[config.mk]
export PLATFORM = sky130hd
export DESIGN_NAME = scalar_kalman_filter_flat
export DESIGN_NICKNAME = d
export VERILOG_FILES = /design/src/rtl/skf_pkg.sv /design/src/rtl/skf_if.sv /design/src/rtl/skf_ctrl.sv /design/src/rtl/skf_dpath.sv /design/src/rtl/scalar_kalman_filter.sv /design/src/flat_wrapper.sv
export SDC_FILE = /design/constraint.sdc
export NUM_CORES = 2
export LEC_CHECK = 0
export BUFFER_PORTS_ARGS = -buffer_cell sky130_fd_sc_hd__buf_4
export CAP_MARGIN = 25
export CORE_MARGIN = 10
export CORE_UTILIZATION = 30
export CTS_CLUSTER_DIAMETER = 60
export DETAILED_ROUTE_END_ITERATION = 10
export PLACE_DENSITY = 0.52
export SYNTH_ARGS = -nofsm -noshare
export SYNTH_HDL_FRONTEND = slang
export SYNTH_HIERARCHICAL = 1
export SYNTH_SLANG_ARGS = --single-unit
[constraint.sdc]
create_clock -name clk -period 37.2 [get_ports clk]
set_clock_uncertainty 0.2 [all_clocks]
set_input_delay 7.44 -clock clk [delete_from_list [all_inputs] [get_ports clk]]
set_output_delay 7.44 -clock clk [all_outputs]
set_load 0.05 [all_outputs]
[src/rtl/skf_pkg.sv]
// Shared constants, register indexes and controller/datapath structs for the scalar Kalman filter
package skf_pkg;

	localparam int DATA_W    = 32;
	localparam int COV_W     = DATA_W - 1;
	localparam int GAIN_BITS = 16;
	localparam int GAIN_W    = GAIN_BITS + 1;
	localparam int CFG_IDX_W = 3;
	localparam int DIV_STEPS = GAIN_W;
	localparam int CNT_W     = $clog2(DIV_STEPS);

	localparam logic [GAIN_W-1:0] GAIN_ONE = GAIN_W'(1) << GAIN_BITS;

	localparam logic [CFG_IDX_W-1:0] REG_PROC_NOISE = CFG_IDX_W'(0);
	localparam logic [CFG_IDX_W-1:0] REG_MEAS_NOISE = CFG_IDX_W'(1);
	localparam logic [CFG_IDX_W-1:0] REG_START_EST  = CFG_IDX_W'(2);
	localparam logic [CFG_IDX_W-1:0] REG_START_COV  = CFG_IDX_W'(3);

	localparam logic [COV_W-1:0]  PROC_NOISE_RST = COV_W'(66);
	localparam logic [COV_W-1:0]  MEAS_NOISE_RST = COV_W'(65536);
	localparam logic [DATA_W-1:0] START_EST_RST  = '0;
	localparam logic [COV_W-1:0]  START_COV_RST  = COV_W'(65536);

	typedef struct packed {
		logic accept;
		logic pred;
		logic div_step;
		logic div_first;
		logic mul;
		logic upd;
	} skf_cmd_t;

	typedef struct packed {
		logic out_busy;
	} skf_sts_t;

endpackage

[src/rtl/skf_if.sv]
// Valid/ready channel interfaces: sample input, result output, configuration write
interface skf_smp_if;
	import skf_pkg::*;
	logic                     valid;
	logic                     ready;
	logic signed [DATA_W-1:0] sample_value;
	modport source (output valid, output sample_value, input ready);
	modport sink (input valid, input sample_value, output ready);
endinterface

interface skf_res_if;
	import skf_pkg::*;
	logic                     valid;
	logic                     ready;
	logic signed [DATA_W-1:0] filtered_value;
	logic [GAIN_W-1:0]        kalman_gain;
	logic [COV_W-1:0]         error_variance;
	modport source (output valid, output filtered_value, output kalman_gain,
		output error_variance, input ready);
	modport sink (input valid, input filtered_value, input kalman_gain,
		input error_variance, output ready);
endinterface

interface skf_cfg_if;
	import skf_pkg::*;
	logic                 valid;
	logic                 ready;
	logic [CFG_IDX_W-1:0] index;
	logic [DATA_W-1:0]    wdata;
	modport source (output valid, output index, output wdata, input ready);
	modport sink (input valid, input index, input wdata, output ready);
endinterface

[src/rtl/skf_ctrl.sv]
// Sequencing state machine: predict, restoring divide, multiply, update
module skf_ctrl (
	input  logic              clk,
	input  logic              arst_n,
	input  logic              smp_valid,
	output logic              smp_ready,
	input  skf_pkg::skf_sts_t sts,
	output skf_pkg::skf_cmd_t cmd
);
	import skf_pkg::*;

	typedef enum logic [4:0] {
		S_IDLE = 5'b00001,
		S_PRED = 5'b00010,
		S_DIV  = 5'b00100,
		S_MUL  = 5'b01000,
		S_UPD  = 5'b10000
	} state_t;

	state_t             state_q, state_d;
	logic [CNT_W-1:0]   cnt_q;

	assign smp_ready = (state_q == S_IDLE);

	always_comb begin
		state_d = state_q;
		cmd = '0;
		case (state_q)
			S_IDLE: begin
				if (smp_valid) begin
					cmd.accept = 1'b1;
					state_d = S_PRED;
				end
			end
			S_PRED: begin
				cmd.pred = 1'b1;
				state_d = S_DIV;
			end
			S_DIV: begin
				cmd.div_step = 1'b1;
				cmd.div_first = (cnt_q == '0);
				if (cnt_q == CNT_W'(DIV_STEPS - 1))
					state_d = S_MUL;
			end
			S_MUL: begin
				cmd.mul = 1'b1;
				state_d = S_UPD;
			end
			S_UPD: begin
				if (!sts.out_busy) begin
					cmd.upd = 1'b1;
					state_d = S_IDLE;
				end
			end
			default: state_d = S_IDLE;
		endcase
	end

	always_ff @(posedge clk or negedge arst_n) begin
		if (!arst_n) begin
			state_q <= S_IDLE;
			cnt_q <= '0;
		end else begin
			state_q <= state_d;
			if (cmd.pred)
				cnt_q <= '0;
			else if (cmd.div_step)
				cnt_q <= cnt_q + CNT_W'(1);
		end
	end

endmodule

[src/rtl/skf_dpath.sv]
// Datapath: config registers, filter state, divider, multipliers, result register
module skf_dpath (
	input  logic                              clk,
	input  logic                              arst_n,
	input  logic signed [skf_pkg::DATA_W-1:0] sample_value,
	input  skf_pkg::skf_cmd_t                 cmd,
	output skf_pkg::skf_sts_t                 sts,
	skf_cfg_if.sink                           cfg,
	skf_res_if.source                         res
);
	import skf_pkg::*;

	localparam int PROD_W = DATA_W + GAIN_W + 2;
	localparam int CPROD_W = COV_W + GAIN_W;

	logic [COV_W-1:0]          proc_noise_q, meas_noise_q, start_cov_q, cov_q, p_q;
	logic [DATA_W-1:0]         start_est_q;
	logic signed [DATA_W-1:0]  est_q, smp_q;
	logic [DATA_W-1:0]         denom_q, rem_q;
	logic                      dzero_q;
	logic signed [DATA_W:0]    innov_q;
	logic [GAIN_W-1:0]         quo_q, gain_q;
	logic signed [PROD_W-1:0]  dprod_q;
	logic [CPROD_W-1:0]        cprod_q;
	logic                      out_valid_q;
	logic signed [DATA_W-1:0]  filt_q;
	logic [COV_W-1:0]          evar_q;

	logic [DATA_W-1:0]         p_sum, denom_c;
	logic [COV_W-1:0]          p_sat;
	logic [DATA_W:0]           rem_sh;
	logic [DATA_W+1:0]         diff;
	logic                      qbit;
	logic [GAIN_W-1:0]         gain_c;
	logic signed [PROD_W-1:0]  sum_c;
	logic                      ovf;
	logic signed [DATA_W-1:0]  est_new;
	logic [COV_W-1:0]          cov_new;
	logic                      cfg_wr;

	assign cfg.ready = 1'b1;
	assign cfg_wr = cfg.valid && cfg.ready;

	// predict, saturating
	assign p_sum = {1'b0, cov_q} + {1'b0, proc_noise_q};
	assign p_sat = p_sum[COV_W] ? '1 : p_sum[COV_W-1:0];
	assign denom_c = {1'b0, p_sat} + {1'b0, meas_noise_q};

	// restoring divide, numerator p << GAIN_BITS
	assign rem_sh = {rem_q, cmd.div_first ? p_q[0] : 1'b0};
	assign diff = {1'b0, rem_sh} - {2'b00, denom_q};
	assign qbit = !diff[DATA_W+1];

	assign gain_c = dzero_q ? '0 : quo_q;

	// floor shift then saturate to the signed range
	assign sum_c = (dprod_q >>> GAIN_BITS) + PROD_W'(est_q);
	assign ovf = !((&sum_c[PROD_W-1:DATA_W-1]) || !(|sum_c[PROD_W-1:DATA_W-1]));
	assign est_new = !ovf ? sum_c[DATA_W-1:0] :
		sum_c[PROD_W-1] ? {1'b1, {(DATA_W-1){1'b0}}} : {1'b0, {(DATA_W-1){1'b1}}};
	// p*(1-gain) never exceeds p
	assign cov_new = cprod_q[COV_W+GAIN_BITS-1:GAIN_BITS];

	always_ff @(posedge clk or negedge arst_n) begin
		if (!arst_n) begin
			proc_noise_q <= PROC_NOISE_RST;
			meas_noise_q <= MEAS_NOISE_RST;
			start_est_q <= START_EST_RST;
			start_cov_q <= START_COV_RST;
			est_q <= START_EST_RST;
			cov_q <= START_COV_RST;
			out_valid_q <= 1'b0;
		end else begin
			if (cfg_wr) begin
				case (cfg.index)
					REG_PROC_NOISE: proc_noise_q <= cfg.wdata[COV_W-1:0];
					REG_MEAS_NOISE: meas_noise_q <= cfg.wdata[COV_W-1:0];
					REG_START_EST: begin
						start_est_q <= cfg.wdata;
						est_q <= cfg.wdata;
						cov_q <= start_cov_q;
					end
					REG_START_COV: begin
						start_cov_q <= cfg.wdata[COV_W-1:0];
						cov_q <= cfg.wdata[COV_W-1:0];
						est_q <= start_est_q;
					end
					default: ;
				endcase
			end else if (cmd.upd) begin
				est_q <= est_new;
				cov_q <= cov_new;
			end
			if (cmd.upd)
				out_valid_q <= 1'b1;
			else if (res.ready)
				out_valid_q <= 1'b0;
		end
	end

	always_ff @(posedge clk) begin
		if (cmd.accept)
			smp_q <= sample_value;
		if (cmd.pred) begin
			p_q <= p_sat;
			denom_q <= denom_c;
			dzero_q <= (denom_c == '0);
			innov_q <= {smp_q[DATA_W-1], smp_q} - {est_q[DATA_W-1], est_q};
			rem_q <= {2'b00, p_sat[COV_W-1:1]};
			quo_q <= '0;
		end
		if (cmd.div_step) begin
			rem_q <= qbit ? diff[DATA_W-1:0] : rem_sh[DATA_W-1:0];
			quo_q <= {quo_q[GAIN_W-2:0], qbit};
		end
		if (cmd.mul) begin
			dprod_q <= innov_q * $signed({1'b0, gain_c});
			cprod_q <= p_q * (GAIN_ONE - gain_c);
		end
		if (cmd.upd) begin
			filt_q <= est_new;
			gain_q <= gain_c;
			evar_q <= cov_new;
		end
	end

	assign sts.out_busy = out_valid_q && !res.ready;

	assign res.valid = out_valid_q;
	assign res.filtered_value = filt_q;
	assign res.kalman_gain = gain_q;
	assign res.error_variance = evar_q;

endmodule

[src/rtl/scalar_kalman_filter.sv]
// Top level of the scalar Kalman filter: controller, datapath and checks
//
//  channel  dir  handshake      word
//  smp      in   valid/ready    sample_value
//  res      out  valid/ready    filtered_value, kalman_gain, error_variance
//  cfg      in   valid/ready    index, wdata (always ready)
//
// Each word passes through accept, predict, 17 restoring divider steps
// (one gain bit each), multiply and update; result valid after update.
// Next sample is accepted when the controller is back in idle; a result held
// in the output register does not block it, only the next update waits.
// Reset loads the default noise values and the start estimate/covariance.
module scalar_kalman_filter (
	input logic       clk,
	input logic       arst_n,
	skf_smp_if.sink   smp,
	skf_res_if.source res,
	skf_cfg_if.sink   cfg
);
	import skf_pkg::*;

	skf_cmd_t cmd;
	skf_sts_t sts;

	skf_ctrl u_ctrl (
		.clk       (clk),
		.arst_n    (arst_n),
		.smp_valid (smp.valid),
		.smp_ready (smp.ready),
		.sts       (sts),
		.cmd       (cmd)
	);

	skf_dpath u_dpath (
		.clk          (clk),
		.arst_n       (arst_n),
		.sample_value (smp.sample_value),
		.cmd          (cmd),
		.sts          (sts),
		.cfg          (cfg),
		.res          (res)
	);

`ifndef ASSERT_OFF
	a_gain_range: assert property (@(posedge clk) disable iff (!arst_n)
		res.valid |-> res.kalman_gain <= GAIN_ONE)
		else $error("gain above one");

	a_busy_after_accept: assert property (@(posedge clk) disable iff (!arst_n)
		(smp.valid && smp.ready) |=> !smp.ready)
		else $error("sample taken while busy");

	a_no_overwrite: assert property (@(posedge clk) disable iff (!arst_n)
		cmd.upd |-> !(res.valid && !res.ready))
		else $error("result overwritten");
`endif

endmodule

[src/flat_wrapper.sv]
// flat-port wrapper written by rule: the top's interface ports become plain ports
module scalar_kalman_filter_flat import skf_pkg::*;
  (clk, arst_n, smp_valid, smp_sample_value, smp_ready, res_valid, res_filtered_value, res_kalman_gain, res_error_variance, res_ready, cfg_valid, cfg_index, cfg_wdata, cfg_ready);
  skf_smp_if smp_i ();
  skf_res_if res_i ();
  skf_cfg_if cfg_i ();
  input logic clk;
  input logic arst_n;
  input wire logic [$bits(smp_i.valid)-1:0] smp_valid;
  input wire logic [$bits(smp_i.sample_value)-1:0] smp_sample_value;
  output wire logic [$bits(smp_i.ready)-1:0] smp_ready;
  output wire logic [$bits(res_i.valid)-1:0] res_valid;
  output wire logic [$bits(res_i.filtered_value)-1:0] res_filtered_value;
  output wire logic [$bits(res_i.kalman_gain)-1:0] res_kalman_gain;
  output wire logic [$bits(res_i.error_variance)-1:0] res_error_variance;
  input wire logic [$bits(res_i.ready)-1:0] res_ready;
  input wire logic [$bits(cfg_i.valid)-1:0] cfg_valid;
  input wire logic [$bits(cfg_i.index)-1:0] cfg_index;
  input wire logic [$bits(cfg_i.wdata)-1:0] cfg_wdata;
  output wire logic [$bits(cfg_i.ready)-1:0] cfg_ready;
  assign smp_i.valid = smp_valid;
  assign smp_i.sample_value = smp_sample_value;
  assign smp_ready = smp_i.ready;
  assign res_valid = res_i.valid;
  assign res_filtered_value = res_i.filtered_value;
  assign res_kalman_gain = res_i.kalman_gain;
  assign res_error_variance = res_i.error_variance;
  assign res_i.ready = res_ready;
  assign cfg_i.valid = cfg_valid;
  assign cfg_i.index = cfg_index;
  assign cfg_i.wdata = cfg_wdata;
  assign cfg_ready = cfg_i.ready;
  scalar_kalman_filter u_core (.clk(clk), .arst_n(arst_n), .smp(smp_i), .res(res_i), .cfg(cfg_i));
endmodule
# --- Word level (Yosys, flattened, before mapping) ---
# Index checks and enable logic that the tools add are counted.
# Widths: inputs -> output; s select.
word_totals:
  elab_cells: 93
  ff_bits: 555
  inputBits: 72
  output_inout_bits: 83
op_classes:
  n_eq_ne: 13
  n_reduce_logical: 19
  mux: 31
  addsub: 7
  mul: 2
op_table:
  columns: ["op", "count"]
  rows:
  - ["$mux 32", 7]
  - ["$mux 31", 3]
  - ["$add 31x31->32", 2]
  - ["$pmux 32 s2", 1]
  - ["$pmux 31 s2", 1]
  - ["$mul 33x18->51", 1]
  - ["$mux 17", 3]
  - ["$mul 32x18->47", 1]
  - ["$add 35x32->36", 1]
  - ["$sub 33x32->34", 1]
  - ["$sub 32x32->33", 1]
  - ["$logic_not 32->1", 1]
  - ["$mux 5", 5]
  - ["$pmux 5 s5", 1]
  - ["$reduce_and 20->1", 1]
  - ["$reduce_or 20->1", 1]
  - ["$sub 17x17->18 const A", 1]
  - ["$eq 5x5->1 const B", 2]
  - ["$reduce_and 2->1", 5]
  - ["$mux 1", 9]
  - ["$eq 3x2->1 const B", 2]
  - ["$ne 2x2->1 const B", 3]
  - ["$reduce_bool 2->1", 3]
  - ["$add 5x1->5 const B", 1]
  - ["13 further kinds", 15]

# --- Depth between registers and ports, before layout ---
depth:
  depth_word: 7
  mapped_depth: 35
  depth_no_buf: 32

# --- Modules after synthesis ---
# The synthesis kept the hierarchy.
by_module_without_submodules:
  columns: ["mod", "area_each_um2", "seq_area_each_um2", "cells_each", "n_inst"]
  rows:
  - ["skf_dpath", 62718.9, 14465.1, 6523, 1]
  - ["skf_ctrl", 589.3, 251.5, 63, 1]

# --- Least setup slack after synthesis ---
# No wires, ideal clock.
synth_timing:
  kind: "input to register"
  from: "input res_ready"
  to: "register u_core.u_dpath.est_q[23]"
  required_ns: 36.917
  path_slack_ns: 24.570
  setup_time_ns: 0.083
  arrival_ns: 12.347
  path_stages: 8
  n_path_buf: 2
  cell_sequence: "nor2b_1 > nor2_1 > nand2b_1 > nand2_1 > clkbuf_1 > buf_1 > o211ai_1 > o21ai_0"
synth_lines:
  columns: ["item", "line", "rtl"]
  rows:
  - ["from (decl)", "flat_wrapper.sv:16", "input wire logic [$bits(res_i.ready)-1:0] res_ready;"]
  - ["to (signal assigned)", "skf_dpath.sv:80", "est_q <= cfg.wdata;"]
  - ["to (signal assigned)", "skf_dpath.sv:86", "est_q <= start_est_q;"]
  - ["to (signal assigned)", "skf_dpath.sv:91", "est_q <= est_new;"]
  - ["to (decl)", "skf_dpath.sv:18", "logic signed [DATA_W-1:0] est_q, smp_q;"]

# --- Worst setup path after layout ---
layout_timing:
  from: "register u_core.u_dpath.dzero_q"
  to: "register u_core.u_dpath.cprod_q[45] (data pin)"
layout_via:
  elab_chain_len: 3
layout_lines:
  columns: ["item", "line", "rtl"]
  rows:
  - ["from (decl)", "skf_dpath.sv:20", "logic dzero_q;"]
  - ["from (signal assigned)", "skf_dpath.sv:107", "dzero_q <= (denom_c == '0);"]
  - ["$mux 17", "skf_dpath.sv:54", "assign gain_c = dzero_q ? '0 : quo_q;"]
  - ["$sub 17x17->18", "skf_dpath.sv:118", "cprod_q <= p_q * (GAIN_ONE - gain_c);"]
  - ["$mul 32x18->47", "skf_dpath.sv:118", null]
  - ["to (signal assigned)", "skf_dpath.sv:118", null]
  - ["to (decl)", "skf_dpath.sv:24", "logic [CPROD_W-1:0] cprod_q;"]
# No other way between the ends.
# A chain may end at the register's enable or synchronous reset.

==> flow_results.org <==
** Outcome
- Status :: complete, no violations

** GRT
- The first global-routing pass estimated 294000 um of wire.
- For this run, the total global-route usage over all layers was measured as 16.5%.
- Via count of the first global-routing pass :: 48.7k
- Total congestion overflow after global routing :: 0
- The initial antenna violation count was 17.
- Pin count of the biggest net entering global routing :: 80

** Clock network
- TritonCTS created 76 clock buffers.
- After clock tree synthesis, the clock-pin slew on the worst setup and hold paths is 0.06 ns.
- CTS built an H-tree with a depth of 3.
- Gates resized during post-CTS repair numbered 0.
- Clock latency on the worst-skew pair, taken at its later pin, is 0.70 ns.
- Hold repair after CTS inserted 0 buffers.
- Clock net sink count :: 523
- Library cell used as clock root buffer :: sky130_fd_sc_hd__clkbuf_16
- Post-CTS setup buffer count :: 0
- Maximum clock path buffer count :: 3
- TritonCTS built the clock tree.

** Worst setup path
- Required @ worst endpoint :: 37.45 ns
- On the critical path, the stage with the largest delay is an instance of sky130_fd_sc_hd__fa_1.
- The largest single stage delay on the critical path is 0.56 ns.
- Largest delay contributor family on the critical path :: adder cells
- Crit path buffers/inverters :: 6
- Along the worst path, the maximum fanout reaches 38.
- Cell with the most instances on the worst path :: sky130_fd_sc_hd__fa_1
- The worst setup path is captured at a register.
- The worst setup path is launched from a register.
- The critical path is of the register to register type.
- Data arrives at the worst endpoint at 10.54 ns.

** STA
- Setup repair after global routing left no endpoint under its margin.
- Tmin final :: 10.29 ns
- Worst slew slack as a fraction of its limit :: 27.8%
- Worst Max-Slew Pin Slew :: 1.07 ns
- Timing-limited maximum frequency :: 97.1 MHz
- Setup violations remaining at the end of the flow were counted as 0.
- Final worst-path cycle share :: 27.7%
- Fin. Hold Viols :: 0
- Adding up every negative setup slack in the final design gives 0 ns.
- Final WS setup :: 26.91 ns
- Fin Hold WS :: 0.243 ns
- The max-slew violation total from the final report is 0.

** Run
- Max-cap violations in this run came to 0.

** Route
- Initial detailed-routing violation count :: 2999
- Via count :: 45.9k
- The first detailed-routing pass took 6 iterations.
- In the routed layout, each cell is associated on average with a via count of 4.83.
- Post-DR wirelength/cell :: 20.0 um
- DRC errors left :: 0
- WL final :: 190000 um
- Number of antenna-violating nets in the routed design :: 0

** Die
- Height of the die :: 479 um
- Horizontal die dimension :: 479 um
- The floorplan has 168 rows.
- Die area :: 0.230 sq mm
- The total area inside the core boundary comes to 0.210 sq mm.
- During I/O placement, the number of pins put on the boundary was 155.
- Starting density of the core :: 30.2%

** Yosys
- Area share of the leading cell type in the synthesized netlist :: 31.7%
- The cell count after synthesis came out at 6586.
- Synthesis inferred 523 register bits.
- The Yosys step of the flow raised 6 warnings.
- Synthesized area per cell :: 9.61 sq um
- Most numerous cell in the Yosys netlist :: sky130_fd_sc_hd__inv_1
- Of all flip-flops after synthesis, the portion carrying an async set or reset was 38.0%.
- After synthesis, flip-flops and latches occupy 23.2% of the total area.
- Distinct cell type count after synthesis :: 92
- In this run the cell area of the synthesized design comes to 0.0633 sq mm.
- Number of nets produced by synthesis :: 8077
- Biggest area consumer among synthesized cells :: sky130_fd_sc_hd__fa_1
- Counting instances in the post-synthesis netlist gives the leading cell types as 1262 x sky130_fd_sc_hd__inv_1, 1030 x sky130_fd_sc_hd__nand2_1, 1002 x sky130_fd_sc_hd__fa_1.
- Number of enable-type register cells in the synthesized netlist :: 324
- Dominant register cell in the synthesized netlist :: sky130_fd_sc_hd__edfxtp_1
- Yosys attributes the largest share of cell area to sky130_fd_sc_hd__fa_1 32%, sky130_fd_sc_hd__edfxtp_1 15%, sky130_fd_sc_hd__ha_1 8.2%, sky130_fd_sc_hd__dfrtp_1 7.6%, sky130_fd_sc_hd__inv_1 7.5%.

** Placement
- GPL Wtd Cong :: 0.868
- Post-place setup slack :: 26.97 ns
- The wire-length estimate of the detail-placed layout is 143000 um.
- Input and output buffers added on the ports amount to 153.
- The placed instances occupy a cell area of 0.0679 sq mm.

** Final layout
- The post-route netlist has 8.94% of its cells at a drive strength greater than 1.
- Summed area of non-filler cells in the final layout :: 0.0706 sq mm
- For this run, the post-layout net count is 8118.
- Layout overhead on the synthesized area :: 11.5%

** Min path
- The path class of the tightest hold or removal check is register to register.
-- per-stage QoR --
step,utilization [%],std cells
after global routing,33.6,9494
after detailed placement,32.4,9351
after CTS,33.6,9491
final,33.6,9497
after global placement,32.4,9349
after floorplan,-,6586
-- per-layer routing --
metal  up-vias  part of all wire [%]  GRT usage [%]
met5         -                     0              0
met4         0                   3.7           5.67
met3       286                   4.7           2.05
met2      1191                    48           27.9
met1     23700                    44           21.7
li1      20700                     -              -
-- path summary, 6_finish.rpt --
check / depth (start not counted) / slack, ns / end / startpoint
setup / recovery: 32 / 26.91 / u_core/u_dpath/cprod_q[45] / u_core/u_dpath/dzero_q
hold / removal: 0 / 0.24 / u_core/u_dpath/res.error_variance[0] / u_core/u_dpath/cprod_q[16]
setup reg to reg: 32 / 26.91 / u_core/u_dpath/cprod_q[45] / u_core/u_dpath/dzero_q
hold reg to reg: 0 / 0.24 / u_core/u_dpath/res.error_variance[0] / u_core/u_dpath/cprod_q[16]
max in group asynchronous: 4 / 28.37 / u_core/u_ctrl/cnt_q[1] / arst_n
min in group asynchronous: 1 / 6.49 / u_core/u_dpath/start_cov_q[5] / arst_n
-- final cells by class --
type	count	area [sq um]
fill	21700	139000
multi-input combinational	4511	43100
sequential	523	14700
inverter	1263	4740
tap	2805	3510
timing repair buffer	252	1970
clock buffer	83	1960
clock inverter	57	618
antenna	3	7.51
-- registers in the layout, summed over array words and instances, names as in the netlist, 5 cells and up --
register,cells
u_core/u_dpath/smp_q,32
u_core/u_dpath/res.kalman_gain,17
u_core/u_dpath/cov_q,31
u_core/u_dpath/p_q,31
u_core/u_dpath/res.filtered_value,32
u_core/u_dpath/meas_noise_q,31
u_core/u_dpath/proc_noise_q,31
u_core/u_dpath/start_cov_q,31
u_core/u_ctrl/state_q,5
u_core/u_dpath/start_est_q,32
u_core/u_dpath/res.error_variance,31
u_core/u_dpath/innov_q,33
u_core/u_dpath/rem_q,32
u_core/u_ctrl/cnt_q,5
u_core/u_dpath/est_q,32
u_core/u_dpath/denom_q,32
u_core/u_dpath/quo_q,17
u_core/u_dpath/cprod_q,31
u_core/u_dpath/dprod_q,35
-- cell usage in the layout (no fill, tap or decap), drive strengths merged, types with 12 or more instances in the layout --
cell / n
clkbuf: 83
edfxtp: 324
nand4: 25
dfrtp: 193
and4: 12
inv: 1280
a21o: 92
nor2: 223
ha: 417
o21bai: 31
nand3: 47
mux2i: 13
o22ai: 12
a31oi: 54
nor4: 12
nor3: 49
nor2b: 53
fa: 1002
nand2b: 43
xor2: 80
buf: 252
a211oi: 19
clkinv: 30
and3: 24
xnor2: 134
and2: 389
or2: 34
o211ai: 16
o21a: 31
o21ai: 179
a21oi: 220
mux2: 107
nand2: 1030
-- logic make-up after synthesis --
group	after synthesis	synth area share, %
muxes	120	2.11
other	1	0.00592
AOI/OAI and AO/OA	779	7.96
buffers and inverters	1552	9.25
and+or+nand+nor	1978	14.5
adders and majority gates	1419	39.9
DFF	523	23.2
xor gates and xnor gates	214	2.96
Power is not shown: default switching activity piles up to over one toggle a cycle in this logic, so the estimate is an artifact.
